### config.mk
export PLATFORM = sky130hd
export DESIGN_NAME = bounded_int_list_table
export DESIGN_NICKNAME = d
export VERILOG_FILES = /design/src/rtl/core/bilt_pkg.sv /design/src/rtl/core/bounded_int_list_table.sv /design/src/rtl/core/bilt_ram.sv /design/src/rtl/core/bilt_engine.sv
export SDC_FILE = /design/constraint.sdc
export NUM_CORES = 1
export LEC_CHECK = 0
export ABC_AREA = 1
export BUFFER_PORTS_ARGS = -buffer_cell sky130_fd_sc_hd__buf_4
export CAP_MARGIN = 20
export CORE_MARGIN = 3
export CORE_UTILIZATION = 30
export DETAILED_ROUTE_END_ITERATION = 8
export SETUP_SLACK_MARGIN = 0.1
export SLEW_MARGIN = 20
export SYNTH_ARGS = -nofsm -noshare
export SYNTH_HDL_FRONTEND = slang
export SYNTH_SLANG_ARGS = --single-unit
export TNS_END_PERCENT = 10
### constraint.sdc
create_clock -name clock -period 9.06 [get_ports clock]
set_clock_uncertainty 0.05 [all_clocks]
set_input_delay 1.812 -clock clock [delete_from_list [all_inputs] [get_ports clock]]
set_output_delay 1.812 -clock clock [all_outputs]
set_load 0.01 [all_outputs]
### src/rtl/core/bilt_pkg.sv
// Shared types and constants for the bounded integer list table.
package bilt_pkg;

   localparam int CAPACITY = 16;
   localparam int IDX_W    = $clog2(CAPACITY);
   localparam int CNT_W    = IDX_W + 1;
   localparam int WORD_W   = 32;
   localparam int FPOS_W   = 5;

   // Opcodes five to seven are unused and fall to the default arms.
   typedef enum logic [2:0] {
      OP_APPEND = 3'd0,
      OP_GET    = 3'd1,
      OP_SET    = 3'd2,
      OP_SEARCH = 3'd3,
      OP_CLEAR  = 3'd4
   } opcode_type;

   typedef enum logic [1:0] {
      ST_OK    = 2'd0,
      ST_FULL  = 2'd1,
      ST_RANGE = 2'd2
   } status_type;

   typedef enum logic [2:0] {
      S_IDLE,
      S_EXEC,
      S_READ,
      S_SCAN,
      S_DONE
   } state_type;

   typedef struct packed {
      logic              wr_en;
      logic [IDX_W-1:0]  wr_addr;
      logic [WORD_W-1:0] wr_data;
      logic [IDX_W-1:0]  rd_addr;
   } mem_req_type;

   typedef struct packed {
      status_type        status;
      logic [WORD_W-1:0] word_out;
      logic              found;
      logic [FPOS_W-1:0] found_position;
      logic [CNT_W-1:0]  entry_count;
      logic              is_empty;
   } result_type;

endpackage

### src/rtl/core/bounded_int_list_table.sv
// Top level of the bounded integer list table: ports, store, sequencer and output register.
//
//   Channel  Direction  Carries
//   req_     in         one request word: opcode in tuser, position and word_in in tdata
//   rsp_     out        one result word per request: status, read word, search hit, count
//
// A request is taken only while the sequencer is idle. Append, set, clear and unused
// opcodes pass through the execute state to the done state, where the result is ready to
// hand over; a get in range adds a read state between them, and a search a scan step for
// each entry compared, since the single read port of the entry store yields one entry per
// cycle. The sequencer returns to idle in the cycle after passing its result on, so the
// next request can be taken meanwhile even if the output register is still stalled.
// Reset empties the list and drops any pending result; the entry store itself is not
// cleared because only entries below the count are ever read.
module bounded_int_list_table (
   input  logic        clock,
   input  logic        reset,
   input  logic        req_tvalid,
   output logic        req_tready,
   input  logic [39:0] req_tdata,  // position [3:0], word_in [35:4], zero [39:36]
   input  logic [2:0]  req_tuser,  // opcode [2:0]
   output logic        rsp_tvalid,
   input  logic        rsp_tready,
   output logic [47:0] rsp_tdata   // status [1:0], word_out [33:2], found [34],
                                   // found_position [39:35], entry_count [44:40],
                                   // is_empty [45], zero [47:46]
);
   import bilt_pkg::*;

   mem_req_type       mem_req;
   logic [WORD_W-1:0] mem_rdata;
   logic              res_valid;
   logic              res_ready;
   result_type        result;

   logic              rsp_valid_ff, rsp_valid_in;
   logic [47:0]       rsp_data_ff, rsp_data_in;

   bilt_ram u_ram (
      .clock   (clock),
      .mem_req (mem_req),
      .rd_data (mem_rdata)
   );

   bilt_engine u_engine (
      .clock     (clock),
      .reset     (reset),
      .req_valid (req_tvalid),
      .req_ready (req_tready),
      .req_op    (req_tuser),
      .req_pos   (req_tdata[3:0]),
      .req_word  (req_tdata[35:4]),
      .mem_req   (mem_req),
      .mem_rdata (mem_rdata),
      .res_valid (res_valid),
      .res_ready (res_ready),
      .result    (result)
   );

   // The output register takes a new result when it is empty or being drained.
   assign res_ready = !rsp_valid_ff || rsp_tready;

   always_comb begin
      rsp_valid_in = rsp_valid_ff;
      rsp_data_in  = rsp_data_ff;
      if (res_valid && res_ready) begin
         rsp_valid_in = 1'b1;
         rsp_data_in  = {2'b00, result.is_empty, result.entry_count,
                         result.found_position, result.found, result.word_out,
                         result.status};
      end else if (rsp_tready) begin
         rsp_valid_in = 1'b0;
      end
   end

   always_ff @(posedge clock) begin
      if (reset) begin
         rsp_valid_ff <= 1'b0;
      end else begin
         rsp_valid_ff <= rsp_valid_in;
      end
   end

   always_ff @(posedge clock) begin
      rsp_data_ff <= rsp_data_in;
   end

   assign rsp_tvalid = rsp_valid_ff;
   assign rsp_tdata  = rsp_data_ff;

endmodule

### src/rtl/core/bilt_ram.sv
// Entry store: one write port and one read port with registered read data.
module bilt_ram (
   input  logic                        clock,
   input  bilt_pkg::mem_req_type       mem_req,
   output logic [bilt_pkg::WORD_W-1:0] rd_data
);
   import bilt_pkg::*;

   logic [WORD_W-1:0] mem [CAPACITY];

   always_ff @(posedge clock) begin
      if (mem_req.wr_en) begin
         mem[mem_req.wr_addr] <= mem_req.wr_data;
      end
   end

   always_ff @(posedge clock) begin
      rd_data <= mem[mem_req.rd_addr];
   end

endmodule

### src/rtl/core/bilt_engine.sv
// Request sequencer: decodes one request, drives the entry store and builds the result.
module bilt_engine (
   input  logic                        clock,
   input  logic                        reset,
   input  logic                        req_valid,
   output logic                        req_ready,
   input  logic [2:0]                  req_op,
   input  logic [bilt_pkg::IDX_W-1:0]  req_pos,
   input  logic [bilt_pkg::WORD_W-1:0] req_word,
   output bilt_pkg::mem_req_type       mem_req,
   input  logic [bilt_pkg::WORD_W-1:0] mem_rdata,
   output logic                        res_valid,
   input  logic                        res_ready,
   output bilt_pkg::result_type        result
);
   import bilt_pkg::*;

   state_type         state_ff, state_in;
   logic [2:0]        op_ff, op_in;
   logic [IDX_W-1:0]  pos_ff, pos_in;
   logic [WORD_W-1:0] word_ff, word_in;
   logic [CNT_W-1:0]  count_ff, count_in;
   logic [IDX_W-1:0]  idx_ff, idx_in;
   status_type        status_ff, status_in;
   logic [WORD_W-1:0] rdword_ff, rdword_in;
   logic              found_ff, found_in;
   logic [FPOS_W-1:0] fpos_ff, fpos_in;

   logic in_range;
   logic is_full;
   logic hit;
   logic last_entry;

   assign in_range   = {1'b0, pos_ff} < count_ff;
   assign is_full    = count_ff >= CNT_W'(CAPACITY);
   assign hit        = (mem_rdata == word_ff);
   assign last_entry = (CNT_W'(idx_ff) + CNT_W'(1)) == count_ff;

   // Next state.
   always_comb begin
      state_in = state_ff;
      unique case (state_ff)
         S_IDLE: begin
            if (req_valid) state_in = S_EXEC;
         end
         S_EXEC: begin
            case (op_ff)
               OP_GET:    state_in = in_range ? S_READ : S_DONE;
               OP_SEARCH: state_in = (count_ff != '0) ? S_SCAN : S_DONE;
               default:   state_in = S_DONE;
            endcase
         end
         S_READ: state_in = S_DONE;
         S_SCAN: begin
            if (hit || last_entry) state_in = S_DONE;
         end
         S_DONE: begin
            if (res_ready) state_in = S_IDLE;
         end
         default: state_in = S_IDLE;
      endcase
   end

   // Handshake and result outputs.
   always_comb begin
      req_ready             = (state_ff == S_IDLE);
      res_valid             = (state_ff == S_DONE);
      result.status         = status_ff;
      result.word_out       = rdword_ff;
      result.found          = found_ff;
      result.found_position = fpos_ff;
      result.entry_count    = count_ff;
      result.is_empty       = (count_ff == '0);
   end

   // Datapath and store accesses.
   always_comb begin
      op_in           = op_ff;
      pos_in          = pos_ff;
      word_in         = word_ff;
      count_in        = count_ff;
      idx_in          = idx_ff;
      status_in       = status_ff;
      rdword_in       = rdword_ff;
      found_in        = found_ff;
      fpos_in         = fpos_ff;
      mem_req.wr_en   = 1'b0;
      mem_req.wr_addr = pos_ff;
      mem_req.wr_data = word_ff;
      mem_req.rd_addr = pos_ff;

      case (state_ff)
         S_IDLE: begin
            if (req_valid) begin
               op_in     = req_op;
               pos_in    = req_pos;
               word_in   = req_word;
               status_in = ST_OK;
               rdword_in = '1;
               found_in  = 1'b0;
               fpos_in   = '1;
            end
         end
         S_EXEC: begin
            case (op_ff)
               OP_APPEND: begin
                  if (is_full) begin
                     status_in = ST_FULL;
                  end else begin
                     mem_req.wr_en   = 1'b1;
                     mem_req.wr_addr = count_ff[IDX_W-1:0];
                     count_in        = count_ff + CNT_W'(1);
                  end
               end
               OP_GET: begin
                  if (!in_range) status_in = ST_RANGE;
               end
               OP_SET: begin
                  if (in_range) begin
                     mem_req.wr_en = 1'b1;
                  end else begin
                     status_in = ST_RANGE;
                  end
               end
               OP_SEARCH: begin
                  mem_req.rd_addr = '0;
                  idx_in          = '0;
               end
               OP_CLEAR: count_in = '0;
               default: ;
            endcase
         end
         S_READ: rdword_in = mem_rdata;
         S_SCAN: begin
            // Compare the entry read last cycle while fetching the next one.
            mem_req.rd_addr = idx_ff + IDX_W'(1);
            idx_in          = idx_ff + IDX_W'(1);
            if (hit) begin
               found_in = 1'b1;
               fpos_in  = {1'b0, idx_ff};
            end
         end
         default: ;
      endcase
   end

   always_ff @(posedge clock) begin
      if (reset) begin
         state_ff <= S_IDLE;
         count_ff <= '0;
      end else begin
         state_ff <= state_in;
         count_ff <= count_in;
      end
   end

   always_ff @(posedge clock) begin
      op_ff     <= op_in;
      pos_ff    <= pos_in;
      word_ff   <= word_in;
      idx_ff    <= idx_in;
      status_ff <= status_in;
      rdword_ff <= rdword_in;
      found_ff  <= found_in;
      fpos_ff   <= fpos_in;
   end

endmodule
## After elaboration in Yosys (flattened, before gate mapping)

Memory sizes are Yosys's and may differ from the RTL's. A register that Yosys moved wholly into a read port is not among the register bits.
Cells that the tools add are included.
W data, S select, Z words.

- Add/sub/neg operators: 3
- Order comparisons: 2
- Equal/unequal tests: 19
- Mux-type cells: 35
- Reduce and logical (&&, ||, !) cells: 22

Operator list:

| cell | count |
|---|---|
| $pmux W32 S2 | 1 |
| $eq A32 B32 Y1 | 1 |
| $mux W32 | 1 |
| $mux W5 | 5 |
| $pmux W5 S2 | 2 |
| $pmux W4 S2 | 2 |
| $mux W3 | 5 |
| $pmux W3 S5 | 1 |
| $eq A3 B2 Y1 const B | 4 |
| $mux W4 | 3 |
| $reduce_bool A2 Y1 | 6 |
| $reduce_and A3 Y1 | 3 |
| $pmux W2 S2 | 2 |
| $mux W1 | 7 |
| $eq A3 B1 Y1 const B | 2 |
| $eq A3 B3 Y1 const B | 2 |
| $logic_not A3 Y1 | 2 |
| $mux W2 | 3 |
| $ne A2 B1 Y1 const B | 3 |
| $ne A2 B2 Y1 const B | 3 |
| $ne A3 B2 Y1 const B | 2 |
| $pmux W3 S2 | 1 |
| $reduce_and A2 Y1 | 3 |
| $add A4 B1 Y5 const B | 1 |
| 14 further kinds | 16 |

- Register bits: 138
- Memory bits (writable): 512
- Output and inout port bits: 50
- Word-level logic and storage cells: 94
- Memories: 1

Memory list:

| memory | depth | bits a word | rd ports | clocked after Yosys merged registers in | wr ports | line | RTL |
|---|---|---|---|---|---|---|---|
| u_ram.mem | 16 | 32 | 1 | 1 | 1 | bilt_ram.sv:9 | `logic [WORD_W-1:0] mem [CAPACITY];` |

## Logic depth before layout (Yosys ltp)

Gate-level depths: netlist of run 1.

- Depth after elaboration: 6
- Depth in mapped cells: 14
- Depth with buffers taken out: 12

## Hierarchy

From an unflattened synthesis of run 1, not the netlist that was laid out.

- Cell total of the unflattened synthesis: 2571
- Area, all modules: 28304.6 um^2

By module, submodules not included:

| module | instances | cells each | area an instance (um^2) |
|---|---|---|---|
| bilt_ram | 1 | 2120 | 22730.6 |
| bilt_engine | 1 | 396 | 4126.5 |
| bounded_int_list_table | 1 | 55 | 1447.6 |

## Least setup slack after synthesis of run 1

OpenSTA, ideal clock, no wires.

- Path type: input to register
- From: input port rsp_tready
- To: register rsp_data_ff[0] (netlist: rsp_tdata[0]) (enable)
- Setup time: 0.564 ns
- Arrival: 6.233 ns
- Data required time: 8.446 ns
- Slack: 2.213 ns
- Cell stages on the path: 2
- Cells stage by stage: nor2_1 -> nor4_1

- Longest elaborated chain between the ends: 2

Ends and longest elaborated chain:

| what | line | RTL |
|---|---|---|
| start: declaration | bounded_int_list_table.sv:23 | `input logic rsp_tready,` |
| $logic_or A1 B1 Y1 | bounded_int_list_table.sv:61 | `assign res_ready = !rsp_valid_ff \|\| rsp_tready;` |
| $logic_and A1 B1 Y1 | bounded_int_list_table.sv:66 | `if (res_valid && res_ready) begin` |
| end signal: assignment | bounded_int_list_table.sv:85 | `rsp_data_ff <= rsp_data_in;` |
| end: declaration | bounded_int_list_table.sv:37 | `logic [47:0] rsp_data_ff, rsp_data_in;` |

No other way between the ends.
A chain may end at the register's enable or synchronous reset.

## Worst setup path in the final report of run 1

- From: register u_engine.idx_ff[0]
- To: register u_ram.rd_data[24] in the netlist's numbering, read port of u_ram.mem

- Longest elaborated chain between the ends: 2

Ends and longest elaborated chain:

| what | line | RTL |
|---|---|---|
| start: declaration | bilt_engine.sv:23 | `logic [IDX_W-1:0] idx_ff, idx_in;` |
| start signal: assignment | bilt_engine.sv:161 | `idx_ff <= idx_in;` |
| $add A4 B1 Y4 | bilt_engine.sv:136 | `mem_req.rd_addr = idx_ff + IDX_W'(1);` |
| $pmux W4 S2 | bilt_engine.sv:92 | `case (state_ff)` |
| end: declaration | bilt_ram.sv:5 | `output logic [bilt_pkg::WORD_W-1:0] rd_data` |

No other way between the ends.

==> summary.txt, run 1 <==
DRC errors left - 0
Synth top area share - 70.5%
die area - 94700 sq um
port bufs - 90
clock slew at reported path FFs - 0.06 ns
area leader, netlist - edfxtp_1
vias in the first global route - 15.2k
DRT iter0 DRCs - 1225
Slew Limit Fails - 0
Total Wirelength - 62900 microns
PostCTS Resize Cnt - 0
Worst Path Required - 9.48 ns
Worst setup EP type - flip-flop
worst reg2reg path depth - 11
relative slew slack - 30.3%
fillers - 8649
Total GRT Usage - 13.2%
Post-Syn Instances - 2216
routed wire length per instance - 17.8 microns
Worst Hold Class - flip-flop to flip-flop
R2R Path Start - u_engine.idx_ff[0]
Final setup viols - 0
Seq/Total Area, Yosys - 73.5%
largest net degree at the start of global routing - 210
Die H - 308 microns
clock tree buffer depth - 3
drt first pass iters - 5
r2r setup slk - 5.08 ns
TritonCTS Buffers - 74
remaining global-route overflow - 0
synthesized area - 27300 sq um
setup ws final - 5.08 ns
# H-tree levels - 3
first-pass GRT wire length - 94300 microns
Clock Sinks - 682
Worst EP arrival - 4.41 ns
crit path kind - flip-flop to flip-flop
hold endpoint - rsp_tdata[10]
Top Ports - 97
Pwr Density - 221 nW/um^2
post-place setup slack - 5.07 ns
commonest non-fill, non-tap cell in the layout - edfxtp_1
hold path startpoint - u_engine.rdword_ff[8]
hold_buf cts - 0
CTS root buffer - clkbuf_16
layout cells sized above 1 - 10.9%
Fin. Hold Viols - 0
Leakage - 11.5 nW
worst slew pin tran - 1.05 ns
post-route cell area - 31700 sq um
Initial Utilization - 30.3%
Final ANT Viol Nets - 0
Die Width - 308 microns
post-route setup TNS - 0 ns
via count - 16.2k
CTS tree - done
Std-Cell Rows - 110
Hold Path Cell Cnt - 0
Post-CTS Setup Inserts - 0
status - finished, final reports clean
syn avg cell area - 12.3 sq um
fin nets - 2351
DP HPWL - 33000 microns
maximum VDD drop - 145 uV
Placed Area - 29300 sq um
#FFs+latches synth - 682
max-cap viol count - 0
# diodes - 0
core area - 90100 sq um
Synth area leaders - edfxtp_1 70%, nand2_1 7.7%, o211ai_1 5.3%
CP max FO - 53
fin crit period - 3.98 ns
Worst setup SP type - flip-flop
RSZ-0062 raised after global routing - no
Clock Latency Late Sink - 0.61 ns
highest clock rate - 0.251 GHz
Syn-to-layout area delta - 16.0%
drt via density - 4.58
commonest non-fill, non-tap cells in the layout - 641 x edfxtp_1, 558 x nand2_1, 279 x inv_1, 238 x nand3_1, 192 x o211ai_1
Synth Warn # - 0
fin crit share - 44.0%
synth unique cells - 31
initial antenna violation count - 0
worst flop-to-flop path endpoint - u_ram.rd_data[24]
gpl congestion - 0.723
hold slack - 0.355 ns
==> layer usage <==
| layer | up-vias | global-route usage [%] | part of all wire, % |
|---|---|---|---|
| li1 | 7874 | - | - |
| met1 | 7871 | 17.8 | 45 |
| met2 | 368 | 21.9 | 48 |
| met3 | 86 | 2.43 | 4.8 |
| met4 | 0 | 3.65 | 2.2 |
| met5 | - | 0 | 0 |
==> per-stage QoR <==
| step | power (mW) | utilization, % | cells |
|---|---|---|---|
| floorplan | 4.00 | - | 2217 |
| global placement | 4.17 | 32.5 | 3397 |
| detailed placement | 4.18 | 32.5 | 3398 |
| CTS | 7.09 | 35.1 | 3534 |
| global route | 7.28 | 35.1 | 3534 |
| finish | 7.00 | 35.1 | 3534 |
==> cell usage after synthesis, drive strengths merged <==
master / instances
clkbuf: 27
o22ai: 1
o31ai: 1
edfxtp: 641
a21oi: 43
xor2: 2
nor3: 10
nor2: 45
nand4: 5
xnor2: 18
nand3: 238
or2: 3
buf: 90
inv: 282
dfxtp: 41
nor4: 1
nand2: 561
o211ai: 192
conb: 1
o21ai: 8
ha: 6
==> where the power goes <==
part	internal, mW	total (mW)	leakage [nW]	switching, mW
clock	1.71	2.90	1.15	1.19
sequential	3.53	3.61	6.00	0.0796
combinational	0.156	0.489	4.36	0.334
==> registers in the layout, indices dropped and copies added (netlist names) <==
| name | flops |
|---|---|
| rsp_tdata | 46 |
| rsp_tvalid | 1 |
| u_engine.count_ff | 5 |
| u_engine.found_ff | 1 |
| u_engine.fpos_ff | 5 |
| u_engine.idx_ff | 4 |
| u_engine.op_ff | 3 |
| u_engine.pos_ff | 4 |
| u_engine.rdword_ff | 32 |
| u_engine.state_ff | 3 |
| u_engine.status_ff | 2 |
| u_engine.word_ff | 32 |
| u_ram.mem | 512 |
| u_ram.rd_data | 32 |
==> cell type report <==
type,count,area (sq um),area share (%)
clock buffers,102,2020,6.37
well taps,1176,1470,4.65
flip-flops and latches,682,20100,63.4
multi-input cells,1136,5760,18.2
repair buffers,122,965,3.05
inverters,282,1060,3.36
clock inverters,34,330,1.04
==> worst max-delay path, stage by stage, from the launching register on <==
cell	delay, ns
edfxtp_1	0.44
ha_1	0.27
xnor2_1	0.26
nor2_1	0.13
a21oi_4	0.12
buf_4	0.52
clkinv_2	0.88
buf_4	0.66
a21oi_1	0.21
nand2_1	0.06
nand3_1	0.07
nand2_1	0.12
==> how the worst max path moves through the flow <==
stage | startpoint | endpoint | slack (ns) | cells after the start
after floorplan | rsp_tready | rsp_tdata[0] | 2.21 | 2
after global placement | u_engine.idx_ff[0] | u_ram.rd_data[24] | 5.12 | 11
after detailed placement | u_engine.idx_ff[0] | u_ram.rd_data[24] | 5.07 | 11
after CTS | u_engine.idx_ff[0] | u_ram.rd_data[24] | 5.05 | 11
after global routing | u_engine.state_ff[0] | u_ram.rd_data[24] | 4.76 | 11
final | u_engine.idx_ff[0] | u_ram.rd_data[24] | 5.08 | 11
==> logic make-up (layout without fill, tap and decap cells) <==
family,after synthesis,after routing,synth area share [%]
compound gates,245,245,6.29
flops,682,682,73.5
other cells,1,2,0.0137
buf+inv,399,540,6.15
simple gates,863,863,13.2
xor+xnor,20,20,0.641
fa+ha+maj,6,6,0.275
Note: power is estimated with default switching activity, not from simulation.
==> run 2, diff against run 1 <==
--- a/config.mk
+++ b/config.mk
@@ -5,7 +5,7 @@
 export SDC_FILE = /design/constraint.sdc
 export NUM_CORES = 1
 export LEC_CHECK = 0
-export ABC_AREA = 1
+export ABC_AREA = 0
 export BUFFER_PORTS_ARGS = -buffer_cell sky130_fd_sc_hd__buf_4
 export CAP_MARGIN = 20
 export CORE_MARGIN = 3
==> constraint.sdc (replaced) <==
create_clock -name clock -period 3.35 [get_ports clock]
set_clock_uncertainty 0.05 [all_clocks]
set_input_delay 0.67 -clock clock [delete_from_list [all_inputs] [get_ports clock]]
set_output_delay 0.67 -clock clock [all_outputs]
set_load 0.01 [all_outputs]
==> run 2 against run 1 <==
Via count shrank 6.1%. Setup slack lost 4.7 ns. Global-route usage grew 0.84 points. Die area shrank 3.5%. Synthesized cell count shrank 19%. Final cell count shrank 11%. Worst hold slack lost 0.16 ns. Sequential share of layout area grew 0.33 points. Count of clock-buffer cells in the layout shrank 13. Maximum frequency grew 35%. Routed wire length grew 2.7%. Area after synthesis shrank 3.6%. Largest cell class unchanged.
==> summary.txt, run 2 <==
#FFs+latches synth - 682 (unchanged)
synthesized area - 26300 sq um (-3.6%)
Final Power - 20.2 mW (+190%)
fin nets - 2000 (-15%)
most common library cells after synthesis - 641 x edfxtp_1, 393 x nand2_1, 170 x nand3_1
post-synthesis async set-or-reset flop share - 0% (unchanged)
Seq/Total Area, Yosys - 76.2% (+2.8 points)
predominant post-synthesis flop cell - edfxtp_1
syn avg cell area - 14.7 sq um (+19%)
via count - 15.2k (-6.1%)
Worst setup SP type - flip-flop
Top Ports - 97 (unchanged)
Crit path top cell by count - buf_4
area leader, netlist - edfxtp_1
clock tree buffer depth - 3 (unchanged)
CP max stage cell - a2111oi_2
# H-tree levels - 3 (unchanged)
critical path, cell by cell - ha_1 > a21oi_1 > o21ai_0 > buf_4 > a2111oi_2 > a22oi_2 > nor2_4 > buf_4
Die H - 302 microns (-1.8%)
highest clock rate - 0.339 GHz (+35%)
max-cap viol count - 0 (unchanged)
Die Width - 302 microns (-1.8%)
commonest non-fill, non-tap cell in the layout - edfxtp_1
port bufs - 90 (unchanged)
commonest non-fill, non-tap cells in the layout - 641 x edfxtp_1, 393 x nand2_1, 170 x nand3_1, 152 x buf_4, 94 x mux2i_1
Total GRT Usage - 14.0% (+0.84 points)
Clock Sinks - 682 (unchanged)
largest net degree at the start of global routing - 75 (-64%)
Clock Latency Late Sink - 0.61 ns (about the same)
gpl congestion - 0.788 (+8.9%)
PostCTS Resize Cnt - 0 (unchanged)
Placed Instances - 3029 (-11%)
die area - 91300 sq um (-3.5%)
DRT iter0 DRCs - 1335 (+9.0%)
Critical Path Max Stage Delay - 0.56 ns (-0.32 ns)
layout cells sized above 1 - 16.5% (+5.6 points)
remaining global-route overflow - 0 (unchanged)
drt first pass iters - 5 (unchanged)
CTS root buffer - clkbuf_16
hold_buf cts - 0 (unchanged)
clock slew at reported path FFs - 0.06 ns (about the same)
most frequent cell after synthesis - edfxtp_1
Slew Limit Fails - 0 (unchanged)
register area - 20100 sq um (unchanged)
fillers - 8102 (-6.3%)
maximum VDD drop - 363 uV (+150%)
Synth top area share - 73.1% (+2.6 points)
initial antenna violation count - 2 (+2)
relative slew slack - 43.0% (+13 points)
Syn-to-layout area delta - 19.7%
Total Wirelength - 64600 microns (+2.7%)
Final ANT Viol Nets - 0 (unchanged)
area occupied by multi-input gates - 5890 sq um (+2.3%)
worst slew pin tran - 0.855 ns (-0.190 ns)
Post-Syn Instances - 1788 (-19%)
Synth area leaders - edfxtp_1 73%, nand2_1 5.6%, mux2i_1 3.6%
cell family with most CP delay - compound AO/OA/AOI/OAI gates
RSZ-0062 raised after global routing - no
worst path buffer plus inverter count - 2 (-1)
core area - 86900 sq um (-3.6%)
Fin. Hold Viols - 0 (unchanged)
Post-synth EDFFs - 641 (unchanged)
Worst EP arrival - 3.17 ns (-1.24 ns)
fin crit share - 88.1% (+44 points)
Biggest register - u_ram.mem
routed wire length per instance - 20.5 microns (+15%)
CP max FO - 15 (-72%)
Synth Warn # - 0 (unchanged)
Worst Hold Class - input pin to flip-flop
Worst Path Required - 3.57 ns (-5.91 ns)
Final setup viols - 0 (unchanged)
final std cells w/o fill - 3155 (-11%)
CTS tree - done
DP HPWL - 37000 microns (+12%)
DRC errors left - 0 (unchanged)
Initial Utilization - 30.3% (about the same)
TritonCTS Buffers - 70 (-5.4%)
fin crit period - 2.95 ns (-1.03 ns)
Std-Cell Rows - 108 (-1.8%)
vias in the first global route - 15.1k (-0.98%)
synth unique cells - 58 (+87%)
Pwr Density - 641 nW/um^2 (+190%)
Worst setup EP type - flip-flop
crit path kind - flip-flop to flip-flop
status - finished, final reports clean
first-pass GRT wire length - 95600 microns (+1.4%)
max FFs per register - 512 (unchanged)
Post-CTS Setup Inserts - 0 (unchanged)
Leakage - 10.5 nW (-8.6%)
drt via density - 4.82 (+5.2%)
[run 2: cell types whose count changed after synthesis, sizes merged, moves of 40 or more]
cell    delta
inv      -269
o211ai   -189
nand2    -168
mux2i     +94
nand3     -68
and3      +64
nand2b    +40
[run 2: report_power, final]
group,switching (mW),leakage [nW],internal (mW),total (mW)
registers,0.275,5.95,9.75,10.0
clock network,3.16,1.10,4.45,7.61
logic,1.65,3.47,0.925,2.57
total,5.09,10.5,15.1,20.2
[run 2: final cells by class]
class | count | area share (%)
inverters | 14 | 0.167
well taps | 1155 | 4.59
clock inverters | 35 | 1.17
flip-flops and latches | 682 | 63.7
multi-input cells | 994 | 18.7
clock buffers | 89 | 5.95
diodes | 1 | 0.00794
repair buffers | 185 | 5.74
[run 2: metrics by stage]
stage	setup slack (ns)	instance area (sq um)	hold slack (ns)	util [%]	setup TNS, ns
2_1_floorplan	-0.255	26300	0.350	-	-105.16
3_3_place_gp	0.195	29200	0.357	33.7	0
3_5_place_dp	0.190	29200	0.355	33.7	0
4_1_cts	0.155	31500	0.154	36.2	0
5_1_grt	0.236	31500	0.159	36.3	0
6_report	0.400	31500	0.191	36.3	0
[run 2: layer usage]
layer	wire (microns)	part of all wire [%]	global-route usage, %	up-vias
li1	-	-	-	6961
met1	28300	44	19.3	7639
met2	30500	47	22.6	504
met3	4400	6.8	2.62	112
met4	1520	2.4	4.43	0
met5	0	0	0	-
[run 2: final timing paths]
path / startpoint / endpoint / slack, ns / depth (start not counted)
min reg2reg: u_engine.rdword_ff[6] / rsp_tdata[8] / 0.37 / 0
max: u_engine.pos_ff[3] / u_ram.mem[12][7] / 0.40 / 8
min: req_tdata[13] / u_engine.word_ff[9] / 0.19 / 1
max reg2reg: u_engine.pos_ff[3] / u_ram.mem[12][7] / 0.40 / 8
[run 2: cells by family (layout without fill, tap and decap cells)]
group / count (synthesis) / in the layout / synth area share [%]
buf+inv: 113 / 323 / 2.11
fa+ha+maj: 6 / 6 / 0.285
mux: 95 / 95 / 3.62
flops: 682 / 682 / 76.2
other cells: 1 / 3 / 0.0142
simple gates: 739 / 739 / 13.0
compound gates: 112 / 112 / 3.43
xor+xnor: 40 / 40 / 1.33
==> run 3, diff against run 2 <==
--- a/config.mk
+++ b/config.mk
@@ -5,7 +5,7 @@
 export SDC_FILE = /design/constraint.sdc
 export NUM_CORES = 1
 export LEC_CHECK = 0
-export ABC_AREA = 0
+export ABC_AREA = 1
 export BUFFER_PORTS_ARGS = -buffer_cell sky130_fd_sc_hd__buf_4
 export CAP_MARGIN = 20
 export CORE_MARGIN = 3
==> run 3 against run 2 <==
Setup slack improved by 0.17 ns. Routed wire length decreased by 1.4%. Worst hold slack got worse by 0.0090 ns. Largest power group unchanged.
==> summary.txt, run 3 (synthesis results as in run 1) <==
Initial Utilization - 30.3% (about the same)
hold_buf cts - 0 (unchanged)
PostCTS Resize Cnt - 0 (unchanged)
Worst Hold Class - input pin to flip-flop
DP HPWL - 36600 microns (-1.2%)
commonest non-fill, non-tap cell in the layout - edfxtp_1
Worst setup EP type - flip-flop
first-pass GRT wire length - 96900 microns (+1.4%)
core area - 90100 sq um (+3.8%)
gpl congestion - 0.745 (-5.4%)
Syn-to-layout area delta - 18.6%
# H-tree levels - 3 (unchanged)
drt via density - 4.58 (-5.0%)
DRT iter0 DRCs - 1146 (-14%)
Std-Cell Rows - 110 (+1.9%)
initial antenna violation count - 0 (-2)
crit path kind - flip-flop to flip-flop
Fin. Hold Viols - 0 (unchanged)
Die Width - 308 microns (+1.8%)
Clock Sinks - 682 (unchanged)
clock tree buffer depth - 3 (unchanged)
setup ws final - 0.575 ns (+0.174 ns)
Final ANT Viol Nets - 0 (unchanged)
vias in the first global route - 15.8k (+4.7%)
Total Wirelength - 63700 microns (-1.4%)
post-place setup slack - 0.588 ns (+0.398 ns)
worst slew pin tran - 0.971 ns (+0.116 ns)
Die H - 308 microns (+1.8%)
clock slew at reported path FFs - 0.06 ns (about the same)
DRC errors left - 0 (unchanged)
# diodes - 0 (-1)
Post-CTS Setup Inserts - 0 (unchanged)
status - finished, final reports clean
Final setup viols - 0 (unchanged)
hold slack - 0.182 ns (-0.00897 ns)
fin crit period - 2.78 ns (-0.174 ns)
remaining global-route overflow - 0 (unchanged)
max FFs per register - 512 (unchanged)
port bufs - 90 (unchanged)
Placed Instances - 3443 (+14%)
TritonCTS Buffers - 70 (unchanged)
Worst EP arrival - 3.01 ns (-0.16 ns)
CP max FO - 19 (+4)
Pwr Density - 590 nW/um^2 (-8.0%)
routed wire length per instance - 17.9 microns (-13%)
Biggest register - u_ram.mem
drt first pass iters - 5 (unchanged)
Placed Area - 30000 sq um (+2.8%)
layout cells sized above 1 - 12.6% (-3.9 points)
Leakage - 11.8 nW (+12%)
maximum VDD drop - 311 uV (-14%)
final std cells w/o fill - 3570 (+13%)
Total GRT Usage - 13.4% (-0.58 points)
relative slew slack - 35.2% (-7.7 points)
post-route cell area - 32400 sq um (+2.8%)
fin nets - 2392 (+20%)
commonest non-fill, non-tap cells in the layout - 641 x edfxtp_1, 558 x nand2_1, 279 x inv_1, 238 x nand3_1, 192 x o211ai_1
Final Power - 19.1 mW (-5.5%)
via count - 16.4k (+7.5%)
RSZ-0062 raised after global routing - no
highest clock rate - 0.360 GHz (+6.3%)
fin crit share - 82.8% (-5.2 points)
die area - 94700 sq um (+3.7%)
Clock Latency Late Sink - 0.60 ns (about the same)
CTS root buffer - clkbuf_16
Worst setup SP type - flip-flop
largest net degree at the start of global routing - 129 (+72%)
CTS tree - done
Worst Path Required - 3.59 ns (+0.02 ns)
Top Ports - 97 (unchanged)
Slew Limit Fails - 0 (unchanged)
max-cap viol count - 0 (unchanged)
## run 3: critical path: stages, from the launching register on
cell and delay, ns:
dfxtp_1 0.37, inv_1 0.15, ha_1 0.34, nand2_1 0.07, inv_1 0.03, o21ai_0 0.19, nand3_1 0.13, o31ai_1 0.27
buf_4 0.20, nand3_1 0.07, buf_4 0.20, nor2_4 0.16, buf_12 0.22
## run 3: final timing paths
kind | end | slack (ns) | cells past startpoint | from
worst max-delay path | u_ram.mem[0][22] | 0.57 | 12 | u_engine.count_ff[2]
worst max register to register | u_ram.mem[0][22] | 0.57 | 12 | u_engine.count_ff[2]
worst min-delay path | u_engine.word_ff[8] | 0.18 | 1 | req_tdata[12]
worst min register to register | rsp_tdata[24] | 0.36 | 0 | u_engine.rdword_ff[22]
## run 3: routing by layer
layer  share of wire [%]  GRT usage, %  up-vias
li1                    -             -     7957
met1                  44          17.8     7932
met2                  49          22.7      384
met3                 5.1          2.07       77
met4                 1.9          4.31        0
met5                   0             0        -
## run 3: layout make-up
class / count / area, sq um
inverter: 282 / 1060
tap: 1176 / 1470
timing repair buffer: 167 / 1680
clock buffer: 99 / 1960
multi-input combinational: 1136 / 5770
clock inverter: 28 / 370
sequential: 682 / 20100
fill: 8537 / 57800
## run 3: metrics by stage
stage	util, %	setup TNS, ns
global route	35.9	0
detailed placement	33.3	0
CTS	35.9	0
finish	35.9	0
floorplan	-	-90.10
global placement	33.3	0
## run 3: power breakdown
part	switching [mW]	leakage, nW	internal (mW)
registers	0.192	6.00	9.55
clock network	3.18	1.14	4.73
logic	0.968	4.69	0.482
total	4.34	11.8	14.8
